$ cat config.mk
export PLATFORM = sky130hd
export DESIGN_NAME = rtfb_pixel_classify
export DESIGN_NICKNAME = d
export VERILOG_FILES = /design/src/rtl/core/rtfb_pkg.sv /design/src/rtl/core/rtfb_pixel_classify.sv
export SDC_FILE = /design/constraint.sdc
export NUM_CORES = 1
export LEC_CHECK = 0
export BUFFER_PORTS_ARGS = -buffer_cell sky130_fd_sc_hd__buf_2
export CAP_MARGIN = 20
export CORE_UTILIZATION = 66
export CTS_CLUSTER_DIAMETER = 50
export DETAILED_ROUTE_END_ITERATION = 8
export HOLD_SLACK_MARGIN = 0.12
export PLACE_DENSITY = 0.95
export SLEW_MARGIN = 10
export SYNTH_ARGS = -nofsm -noshare
export SYNTH_HDL_FRONTEND = slang
export SYNTH_SLANG_ARGS = --single-unit
$ cat constraint.sdc
create_clock -name clk -period 13.9 [get_ports clk]
set_input_delay 2.78 -clock clk [delete_from_list [all_inputs] [get_ports clk]]
set_output_delay 2.78 -clock clk [all_outputs]
set_load 0.005 [all_outputs]
$ cat src/rtl/core/rtfb_pkg.sv
// ----------------------------------------------------------------------------
// rtfb_pkg
// shared types, codes and color helpers for the tri-color framebuffer
// ----------------------------------------------------------------------------
`default_nettype none

package rtfb_pkg;

	typedef enum logic [2:0] {
		ST_CLEAR,
		ST_IDLE,
		ST_CALC,
		ST_MEM,
		ST_DONE
	} state_t;

	typedef enum logic [1:0] {
		TONE_WHITE,
		TONE_BLACK,
		TONE_RED
	} tone_t;

	// item function codes
	localparam logic [1:0] FUNC_PIXEL = 2'd0;
	localparam logic [1:0] FUNC_READ  = 2'd1;
	localparam logic [1:0] FUNC_CLEAR = 2'd2;

	// config register indexes
	localparam logic CFG_DARK  = 1'b0;
	localparam logic CFG_LIGHT = 1'b1;

	localparam logic [7:0] DARK_RESET  = 8'd85;
	localparam logic [7:0] LIGHT_RESET = 8'd180;
	localparam logic [7:0] BLANK_BYTE  = 8'hFF;

	// luma weights, sum of the three is 65536
	localparam logic [23:0] LUMA_R = 24'd19595;
	localparam logic [23:0] LUMA_G = 24'd38470;
	localparam logic [23:0] LUMA_B = 24'd7471;

	// width for address arithmetic over the whole parameter range
	localparam int CALC_W = 17;

	// v*255/31 truncated: 8*v plus floor(7*v/31)
	function automatic logic [7:0] expand5(input logic [4:0] v);
		logic [7:0] e;
		e = {v, 3'b000}
			+ 8'(v >= 5'd5) + 8'(v >= 5'd9) + 8'(v >= 5'd14) + 8'(v >= 5'd18)
			+ 8'(v >= 5'd23) + 8'(v >= 5'd27) + 8'(v >= 5'd31);
		return e;
	endfunction

	// v*255/63 truncated: 4*v plus floor(v/21)
	function automatic logic [7:0] expand6(input logic [5:0] v);
		logic [7:0] e;
		e = {v, 2'b00} + 8'(v >= 6'd21) + 8'(v >= 6'd42) + 8'(v == 6'd63);
		return e;
	endfunction

endpackage

`default_nettype wire

$ cat src/rtl/core/rtfb_pixel_classify.sv
// ----------------------------------------------------------------------------
// rtfb_pixel_classify
// rgb565 to 8-bit luma, then black / white / red by two thresholds
// ----------------------------------------------------------------------------
`default_nettype none

module rtfb_pixel_classify (
	input  wire logic          clk,
	input  wire logic          en,
	input  wire logic [15:0]   rgb,
	input  wire logic [7:0]    dark,
	input  wire logic [7:0]    light,
	output rtfb_pkg::tone_t    tone_q
);

	logic [7:0]      r8;
	logic [7:0]      g8;
	logic [7:0]      b8;
	logic [23:0]     sum;
	logic [7:0]      luma;
	rtfb_pkg::tone_t tone_d;

	always_comb begin
		r8   = rtfb_pkg::expand5(rgb[15:11]);
		g8   = rtfb_pkg::expand6(rgb[10:5]);
		b8   = rtfb_pkg::expand5(rgb[4:0]);
		sum  = 24'(r8) * rtfb_pkg::LUMA_R + 24'(g8) * rtfb_pkg::LUMA_G
			+ 24'(b8) * rtfb_pkg::LUMA_B;
		luma = sum[23:16];
		// dark test first, so it wins when thresholds cross
		if (luma < dark) begin
			tone_d = rtfb_pkg::TONE_BLACK;
		end else if (luma > light) begin
			tone_d = rtfb_pkg::TONE_WHITE;
		end else begin
			tone_d = rtfb_pkg::TONE_RED;
		end
	end

	always_ff @(posedge clk) begin
		if (en) begin
			tone_q <= tone_d;
		end
	end

endmodule

`default_nettype wire

==> After elaboration in Yosys (flattened, before gate mapping) <==
Index checks and enable logic that the tools add are counted.
{ "totals": {"reg_bits": 2, "latchBits": 0, "ramBits": 0, "romBits": 0, "in_bits": 34, "out_inout_bits": 2, "elab_cells": 43, "mem_count": 0} }
{ "classes": {"addsub": 19, "mul": 3, "div_mod_pow": 0, "n_lt_le_gt_ge": 18, "eq_ne": 1, "n_shift": 0, "muxes": 1, "bitwise": 0, "n_reduce_logical": 0} }
{ "op_table": {"columns": ["operator", "count"], "rows": [
  ["adder 8 x 1 -> 8 bit", 17],
  ["multiplier 8 x 15 -> 23 bit (second input constant)", 2],
  [">= comparator 5 bit (second input constant)", 8],
  ["adder 23 x 24 -> 24 bit", 1],
  ["adder 24 x 21 -> 24 bit", 1],
  ["multiplier 8 x 13 -> 21 bit (second input constant)", 1],
  [">= comparator 5 x 4 -> 1 bit (second input constant)", 4],
  [">= comparator 5 x 3 -> 1 bit (second input constant)", 2],
  ["greater-than comparator 8 bit", 1],
  ["less-than comparator 8 bit", 1],
  ["== test 6 bit (second input constant)", 1],
  [">= comparator 6 x 5 -> 1 bit (second input constant)", 1],
  [">= comparator 6 bit (second input constant)", 1],
  ["two-way mux 2 bit", 1]
]} }

==> Depth between registers and ports, before layout <==
Gate-level depths: netlist of the first run.
{ "logic_depth": {"ltp_word": 13, "mapped_depth": 43} }

==> Worst setup path before layout of the first run <==
OpenSTA, ideal clock, no wires.
{ "synth_timing": {"path_kind": "input-to-reg", "startpoint": "input port rgb[2]", "endpoint": "register tone_q[1], data pin", "setup_time_ns": 0.174, "arrival_ns": 10.759, "required_time_ns": 13.726, "slack_ns": 2.967, "cell_stages": 35, "path_buffers": 0, "path_cell_list": "inv_1 -> ha_1 -> a21oi_1 -> o311ai_0 -> fa_1 -> inv_1 -> fa_1 -> fa_1 -> fa_1 -> inv_1 -> ha_1 -> inv_1 -> fa_1 -> inv_1 -> fa_1 -> fa_1 -> fa_1 -> inv_1 -> fa_1 -> inv_1 -> ha_1 -> nand3_1 -> nor2_1 -> a2bb2oi_1 -> nand4_2 -> o311a_4 -> a311oi_2 -> xnor2_1 -> ha_1 -> nand4_1 -> nor2_1 -> nor2_1 -> nand2_1 -> nor2_1 -> a311oi_1"} }
{ "synth_between": {"elab_chain_cells": 12, "elab_cells_between_ends": 19, "classes_between": "8 x add/sub; 1 x mul; 9 x order compare; 1 x mux"} }
{ "synth_rtl": {"columns": ["element", "line", "source"], "rows": [
  ["from (decl)", "rtfb_pixel_classify.sv:10", "input wire logic [15:0] rgb,"],
  [">= comparator 5 x 3 -> 1 bit", "rtfb_pkg.sv:48", "+ 8'(v >= 5'd5) + 8'(v >= 5'd9) + 8'(v >= 5'd14) + 8'(v >= 5'd18)"],
  ["adder 8 x 1 -> 8 bit (4 in series)", "rtfb_pkg.sv:48", null],
  ["adder 8 x 1 -> 8 bit (2 in series)", "rtfb_pkg.sv:49", "+ 8'(v >= 5'd23) + 8'(v >= 5'd27) + 8'(v >= 5'd31);"],
  ["adder 8 x 1 -> 8 bit *", "rtfb_pkg.sv:49", null],
  ["multiplier 8 x 13 -> 21 bit *", "rtfb_pixel_classify.sv:28", "+ 24'(b8) * rtfb_pkg::LUMA_B;"],
  ["adder 24 x 21 -> 24 bit *", "rtfb_pixel_classify.sv:28", null],
  ["greater-than comparator 8 bit", "rtfb_pixel_classify.sv:33", "end else if (luma > light) begin"],
  ["two-way mux 2 bit", "rtfb_pixel_classify.sv:33", null],
  ["to (signal assigned)", "rtfb_pixel_classify.sv:42", "tone_q <= tone_d;"],
  ["to (decl)", "rtfb_pixel_classify.sv:13", "output rtfb_pkg::tone_t tone_q"]
]} }
Every way passes the cells marked *; elsewhere a longest branch is shown, timed or not.
A chain may end at the register's enable or synchronous reset.

==> Final worst setup path of the first run <==
Same ends and word-level chain as after synthesis.

==> summary.txt, run 1 <==
=============================================================================
Placed Cells                                                              978
Number of standard cells in the final layout excluding fillers            981
Maximum single-stage delay on the critical path                        580 ps
Die area                                                         11,600 sq um
Wire per inst                                                    17.9 microns
Remaining Overflow, GRT                                                     0
CP dominant cell by count                                        sky130_fd_sc_hd__fa_1
Clock tree root driver cell                                      sky130_fd_sc_hd__clkbuf_8
Leading post-synthesis cells by cell area                        sky130_fd_sc_hd__fa_1 (34%), sky130_fd_sc_hd__ha_1 (32%), sky130_fd_sc_hd__inv_1 (14%)
Sink Count                                                                  2
Number of hold buffers added after CTS                                      0
Layout filler cell count                                                  749
Fmax                                                                 84.6 MHz
Pins Over Slew Limit                                                        0
Fraction of the yosys area taken by sequential cells                  0.00811
CP startpoint                                                          rgb[2]
Number of routed nets with antenna violations                               0
Largest register by flop count                                         tone_q
Vias in the first global route                                          6,335
Result of the run                                                finished clean
Post-synth top area share                                               0.344
Flop and latch count out of synthesis                                       2
Post-CTS setup buffer count                                                 0
Mean area per synthesized cell                                     9.22 sq um
Post-synth top area cell                                         sky130_fd_sc_hd__fa_1
Post-layout utilization of the core                                     0.716
1st-pass router iterations                                                  5
Maximum number of pins on one net before global-route repair               16
Detailed-route wire length                                       17,600 microns
I/O pins                                                                   36
Total setup violations reported at the end of the flow                      0
Max FFs per register                                                        2
Global placer's final weighted congestion                               0.963
Number of hold-slack violations in the final timing report                  0
Number of warnings printed during yosys synthesis                           0
Class of the tightest hold or removal check                      input port to flop
Minimum clock period after layout                                   11,820 ps
Summed negative setup slack over all endpoints                           0 ps
Proportion of synthesized area in mux cells                                 0
Clock tree from TritonCTS                                               built
Data arrival at the endpoint of the critical path                   11,860 ps
Starting density of the core                                            0.680
Clk pin slew, worst setup/hold paths                                    40 ps
Area growth from synthesis to layout                                    5.29%
Worst path slowest cell                                          sky130_fd_sc_hd__fa_1
CP Max Fanout                                                              13
Category of the worst setup path launch point                      input port
Detailed-route via count                                                5,652
Period Utilization, post-route                                          0.851
Iter 0 DRT Violations                                                     308
Antenna violations before repair                                            0
Row count                                                                  38
CTS-repair resized insts                                                    0
Global-route wire length before repair                           29,600 microns
Count of unresolved DRC violations after routing                            0
Number of distinct library cells after synthesis                           56
Post-synthesis share of cell area spent on xor and xnor gates          0.0249
Layout cell share with drive strength beyond 1                         0.0630
Die span in y                                                     108 microns
Largest family of logic cells by synthesized area                 adder cells
Number of port buffers                                                     35
Diodes inserted                                                             0
Tightest Pin Transition                                                468 ps
Fraction of the mapped netlist area in adder cells                      0.668
Asr flop ratio synth                                                        0
CTS Buf Count                                                               3
Largest registers ranked by flip-flop count                        tone_q (2)
H-tree level count                                                          1
Fraction of the mapped netlist area in compound gates                   0.100
EDFF count, synth                                                           2
Worst setup path category                                        input port to flop
Termination of the worst setup path                              tone_q[1]$_SDFFCE_PN0P_
Overall fraction of global-route tracks in use                          0.334
Detailed placer's ending HPWL                                    15,200 microns
Placeable core region                                            10,900 sq um
Required time worst endpoint                                        13,930 ps
Die width                                                         108 microns
Post-synthesis cell area                                           7400 sq um
Startpoint of the lowest-slack hold path                                   en
Post-synth top flop                                              sky130_fd_sc_hd__edfxtp_1
Simple-gate share of the synthesized area                              0.0629
Max-capacitance violation count                                             0
Synthesized net count                                                   1,156
Setup repair after global routing missed its margin                        no
Gate count after technology mapping                                       803
Worst Setup End Kind                                                     flop
Max Root-Sink Buffers                                                       2
Slew HR                                                                 0.684
Nets@finish                                                             1,196
Number of vias per cell                                                  5.76
=============================================================================
==> routing by layer <==
| metal | GRT usage | routed length (microns) | vias to the layer above |
|---|---|---|---|
| li1 | - | - | 2577 |
| met1 | 0.385 | 6650 | 2754 |
| met2 | 0.613 | 8920 | 237 |
| met3 | 0.0424 | 1110 | 84 |
| met4 | 0.154 | 927 | 0 |
| met5 | 0 | 0 | - |
==> stage by stage <==
stage	setup WS [ps]	hold WS, ps	cell area (sq um)
final	2080	2780	7790
after global routing	1520	2780	7790
after CTS	2150	2780	7790
after detailed placement	1970	3010	7750
after global placement	2160	3000	7750
after floorplan	2970	2890	7400
==> logic make-up (layout without fill, tap and decap cells) <==
| family | count (synthesis) | after routing |
|---|---|---|
| and+or+nand+nor | 87 | 87 |
| DFF | 2 | 2 |
| AOI/OAI and AO/OA | 106 | 106 |
| xor gates and xnor gates | 21 | 21 |
| adders and majority gates | 319 | 319 |
| buffers and inverters | 268 | 306 |
==> critical path, delay by kind of cell <==
| family | cells | cell delay [ps] |
|---|---|---|
| compound gates | 12 | 2090 |
| xor+xnor | 1 | 180 |
| buf+inv | 8 | 910 |
| simple gates | 3 | 530 |
| fa+ha+maj | 13 | 5370 |
==> how the worst min path moves through the flow <==
stage / cells after the start / endpoint / slack, ps
floorplan: 0 / tone_q[0]$_SDFFCE_PN1P_ / 2890
global placement: 1 / tone_q[0]$_SDFFCE_PN1P_ / 3000
detailed placement: 1 / tone_q[1]$_SDFFCE_PN0P_ / 3010
CTS: 1 / tone_q[0]$_SDFFCE_PN1P_ / 2780
global route: 1 / tone_q[0]$_SDFFCE_PN1P_ / 2780
finish: 1 / tone_q[0]$_SDFFCE_PN1P_ / 2780
==> final cells by class <==
class,instances,area (sq um),share of cell area
Multi-Input combinational cell,533,6330,0.813
Inverter,268,1010,0.129
Timing Repair Buffer,35,175,0.0225
Tap cell,140,175,0.0225
Sequential cell,2,60.1,0.00771
Clock buffer,3,41.3,0.00530
==> placed cells by master, fill, tap and decap left out, types with 2 or more instances in the layout <==
cell type,n
sky130_fd_sc_hd__o21a_1,4
sky130_fd_sc_hd__nand4_1,5
sky130_fd_sc_hd__xnor2_1,15
sky130_fd_sc_hd__clkbuf_8,3
sky130_fd_sc_hd__fa_1,127
sky130_fd_sc_hd__o21ai_0,15
sky130_fd_sc_hd__xor2_1,6
sky130_fd_sc_hd__a21o_1,9
sky130_fd_sc_hd__nor3_1,5
sky130_fd_sc_hd__buf_2,35
sky130_fd_sc_hd__a211oi_1,4
sky130_fd_sc_hd__and2_1,2
sky130_fd_sc_hd__nor2_1,17
sky130_fd_sc_hd__and3_1,5
sky130_fd_sc_hd__nor2b_1,7
sky130_fd_sc_hd__ha_1,192
sky130_fd_sc_hd__nand2_1,21
sky130_fd_sc_hd__nand2b_1,6
sky130_fd_sc_hd__o211ai_1,6
sky130_fd_sc_hd__a21oi_1,36
sky130_fd_sc_hd__edfxtp_1,2
sky130_fd_sc_hd__nand3_1,6
sky130_fd_sc_hd__o21ai_1,7
sky130_fd_sc_hd__inv_1,268
sky130_fd_sc_hd__o21bai_1,5
==> synth_stat cells, types with 4 or more instances <==
library cell and n:
sky130_fd_sc_hd__ha_1 192, sky130_fd_sc_hd__inv_1 268, sky130_fd_sc_hd__xnor2_1 15, sky130_fd_sc_hd__xor2_1 6, sky130_fd_sc_hd__o211ai_1 6, sky130_fd_sc_hd__and3_1 5, sky130_fd_sc_hd__o21a_1 4, sky130_fd_sc_hd__o21ai_0 15
sky130_fd_sc_hd__o21ai_1 7, sky130_fd_sc_hd__a211oi_1 4, sky130_fd_sc_hd__a21oi_1 36, sky130_fd_sc_hd__o21bai_1 5, sky130_fd_sc_hd__nor2_1 17, sky130_fd_sc_hd__nor2b_1 7, sky130_fd_sc_hd__fa_1 127, sky130_fd_sc_hd__nand3_1 6
sky130_fd_sc_hd__nand2b_1 6, sky130_fd_sc_hd__nand2_1 21, sky130_fd_sc_hd__nor3_1 5, sky130_fd_sc_hd__nand4_1 5, sky130_fd_sc_hd__a21o_1 9
Power of run 1 is not shown: default switching activity piles up to over one toggle a cycle in this logic, so the estimate is an artifact.
==> run 2, diff against run 1 <==
--- a/config.mk
+++ b/config.mk
@@ -7,11 +7,11 @@
 export LEC_CHECK = 0
 export BUFFER_PORTS_ARGS = -buffer_cell sky130_fd_sc_hd__buf_2
 export CAP_MARGIN = 20
-export CORE_UTILIZATION = 66
+export CORE_UTILIZATION = 56
 export CTS_CLUSTER_DIAMETER = 50
 export DETAILED_ROUTE_END_ITERATION = 8
 export HOLD_SLACK_MARGIN = 0.12
-export PLACE_DENSITY = 0.95
+export PLACE_DENSITY = 0.85
 export SLEW_MARGIN = 10
 export SYNTH_ARGS = -nofsm -noshare
 export SYNTH_HDL_FRONTEND = slang
==> constraint.sdc (replaced) <==
create_clock -name clk -period 13.9 [get_ports clk]
set_input_delay 0 -clock clk [delete_from_list [all_inputs] [get_ports clk]]
set_output_delay 0 -clock clk [all_outputs]
set_load 0.005 [all_outputs]
==> summary.txt, run 2 (synthesized netlist as in run 1, its figures left out) <==
=====================================================================================
Commonest cells after routing, fill and taps aside                       sky130_fd_sc_hd__inv_1 (268), sky130_fd_sc_hd__ha_1 (192), sky130_fd_sc_hd__fa_1 (127), sky130_fd_sc_hd__a21oi_1 (36), sky130_fd_sc_hd__buf_2 (35)
Die area                                                                 13,700 sq um   +18%
Fmax                                                                          111 MHz   +31%
Wire per inst                                                            15.4 microns   -14%
Overall fraction of global-route tracks in use                                  0.256   -0.0782
Total setup violations reported at the end of the flow                              0   unchanged
CTS Buf Count                                                                       3   unchanged
Maximum number of pins on one net before global-route repair                       16   unchanged
Vias in the first global route                                                  5,793   -8.6%
Iter 0 DRT Violations                                                             257   -17%
Detailed-route via count                                                        5,364   -5.1%
Remaining Overflow, GRT                                                             0   unchanged
Setup repair after global routing missed its margin                                no
Tightest Pin Transition                                                        474 ps   +6.19 ps
Diodes inserted                                                                     0   unchanged
Number of port buffers                                                             35   unchanged
Starting density of the core                                                    0.579   -0.100
I/O pins                                                                           36   unchanged
Worst setup path category                                                input port to flop
Detailed-route wire length                                               15,700 microns   -11%
Number of hold-slack violations in the final timing report                          0   unchanged
Global-route wire length before repair                                   27,100 microns   -8.6%
Pins Over Slew Limit                                                                0   unchanged
Most frequent standard cell in the layout excluding fill and tap cells   sky130_fd_sc_hd__inv_1
Layout cell share with drive strength beyond 1                                 0.0629   -0.0000748
Summed negative setup slack over all endpoints                                   0 ps   unchanged
Row count                                                                          41   +7.9%
Clock tree root driver cell                                              sky130_fd_sc_hd__clkbuf_16
Max FFs per register                                                                2   unchanged
Required time worst endpoint                                                13,940 ps   about the same
Clk pin slew, worst setup/hold paths                                            30 ps   about the same
Largest registers ranked by flip-flop count                                tone_q (2)
Worst Setup End Kind                                                             flop
Post-CTS setup buffer count                                                         0   unchanged
Slew HR                                                                         0.680   -0.00418
Die span in y                                                             117 microns   +8.4%
Worst path slowest cell                                                  sky130_fd_sc_hd__fa_1
Clock tree from TritonCTS                                                       built
Count of unresolved DRC violations after routing                                    0   unchanged
Sink Count                                                                          2   unchanged
CP dominant cell by count                                                sky130_fd_sc_hd__fa_1
Max-capacitance violation count                                                     0   unchanged
Area growth from synthesis to layout                                            6.42%
Max Root-Sink Buffers                                                               2   unchanged
Largest delay share family, worst path                                    adder cells
CP Max Fanout                                                                      13   unchanged
1st-pass router iterations                                                          5   unchanged
Number of vias per cell                                                          5.29   -8.2%
Class of the tightest hold or removal check                              input port to flop
Detailed placer's ending HPWL                                            14,200 microns   -6.5%
Number of routed nets with antenna violations                                       0   unchanged
Result of the run                                                        finished clean
Die width                                                                 117 microns   +8.4%
Minimum clock period after layout                                             9010 ps   -2810 ps
Nets@finish                                                                     1,197   +0.084%
Period Utilization, post-route                                                  0.648   -0.203
Category of the worst setup path launch point                              input port
Maximum single-stage delay on the critical path                                560 ps   -20 ps
Global placer's final weighted congestion                                       0.903   -6.2%
Placeable core region                                                    12,800 sq um   +17%
Antenna violations before repair                                                    0   unchanged
H-tree level count                                                                  1   unchanged
Largest register by flop count                                                 tone_q
Data arrival at the endpoint of the critical path                             9050 ps   -2810 ps
Buffering stage count on the worst path with inverters included                     9   +1
=====================================================================================
==> run 2: changes by cell type in the layout (fill, tap and decap cells not counted), sizes merged <==
cell | before | now
dlygate4sd3 | 0 | 1
==> run 2: timing repair <==
| item | in CTS | in global routing |
|---|---|---|
| gates resized for setup | 0 | 0 |
| hold buffers | 1 | 0 |
| endpoints found under the hold margin | 2 | 0 |
| setup endpoints to repair | 0 | 0 |
==> run 2: worst paths after layout <==
kind,start,cells after the start,to,slack [ps]
worst max-delay path,rgb[2],36,tone_q[1]$_SDFFCE_PN0P_,4890
worst min-delay path,dark[0],3,tone_q[1]$_SDFFCE_PN0P_,340
==> run 2: cell type report <==
type,instances,area [sq um]
fillers,1031,4900
inverters,268,1010
well taps,172,215
flip-flops and latches,2,60.1
repair buffers,36,185
clock buffers,3,75.1
multi-input cells,533,6330
==> run 2: worst min-delay path: stages <==
cell	delay [ps]
sky130_fd_sc_hd__buf_2	70
sky130_fd_sc_hd__nor2b_1	200
sky130_fd_sc_hd__a311oi_1	120
==> run 2: through the flow <==
step / instances / setup WS [ps] / hold WS (ps) / cell area, sq um / utilization
after detailed placement: 1010 / 4710 / 229 / 7790 / 0.610
after global placement: 1010 / 4970 / 220 / 7790 / 0.610
after floorplan: 803 / 5750 / 112 / 7400 / -
after global routing: 1014 / 4270 / 347 / 7880 / 0.617
after CTS: 1014 / 4930 / 332 / 7880 / 0.617
final: 1014 / 4890 / 341 / 7880 / 0.617
==> run 2: per-layer routing <==
layer	track usage	vias up	wire [microns]
met5	0	-	0
met4	0.0616	0	390
met3	0.0139	29	591
met2	0.460	153	7640
met1	0.340	2606	7040
li1	-	2576	-
Power of run 2 is left out for the same reason.
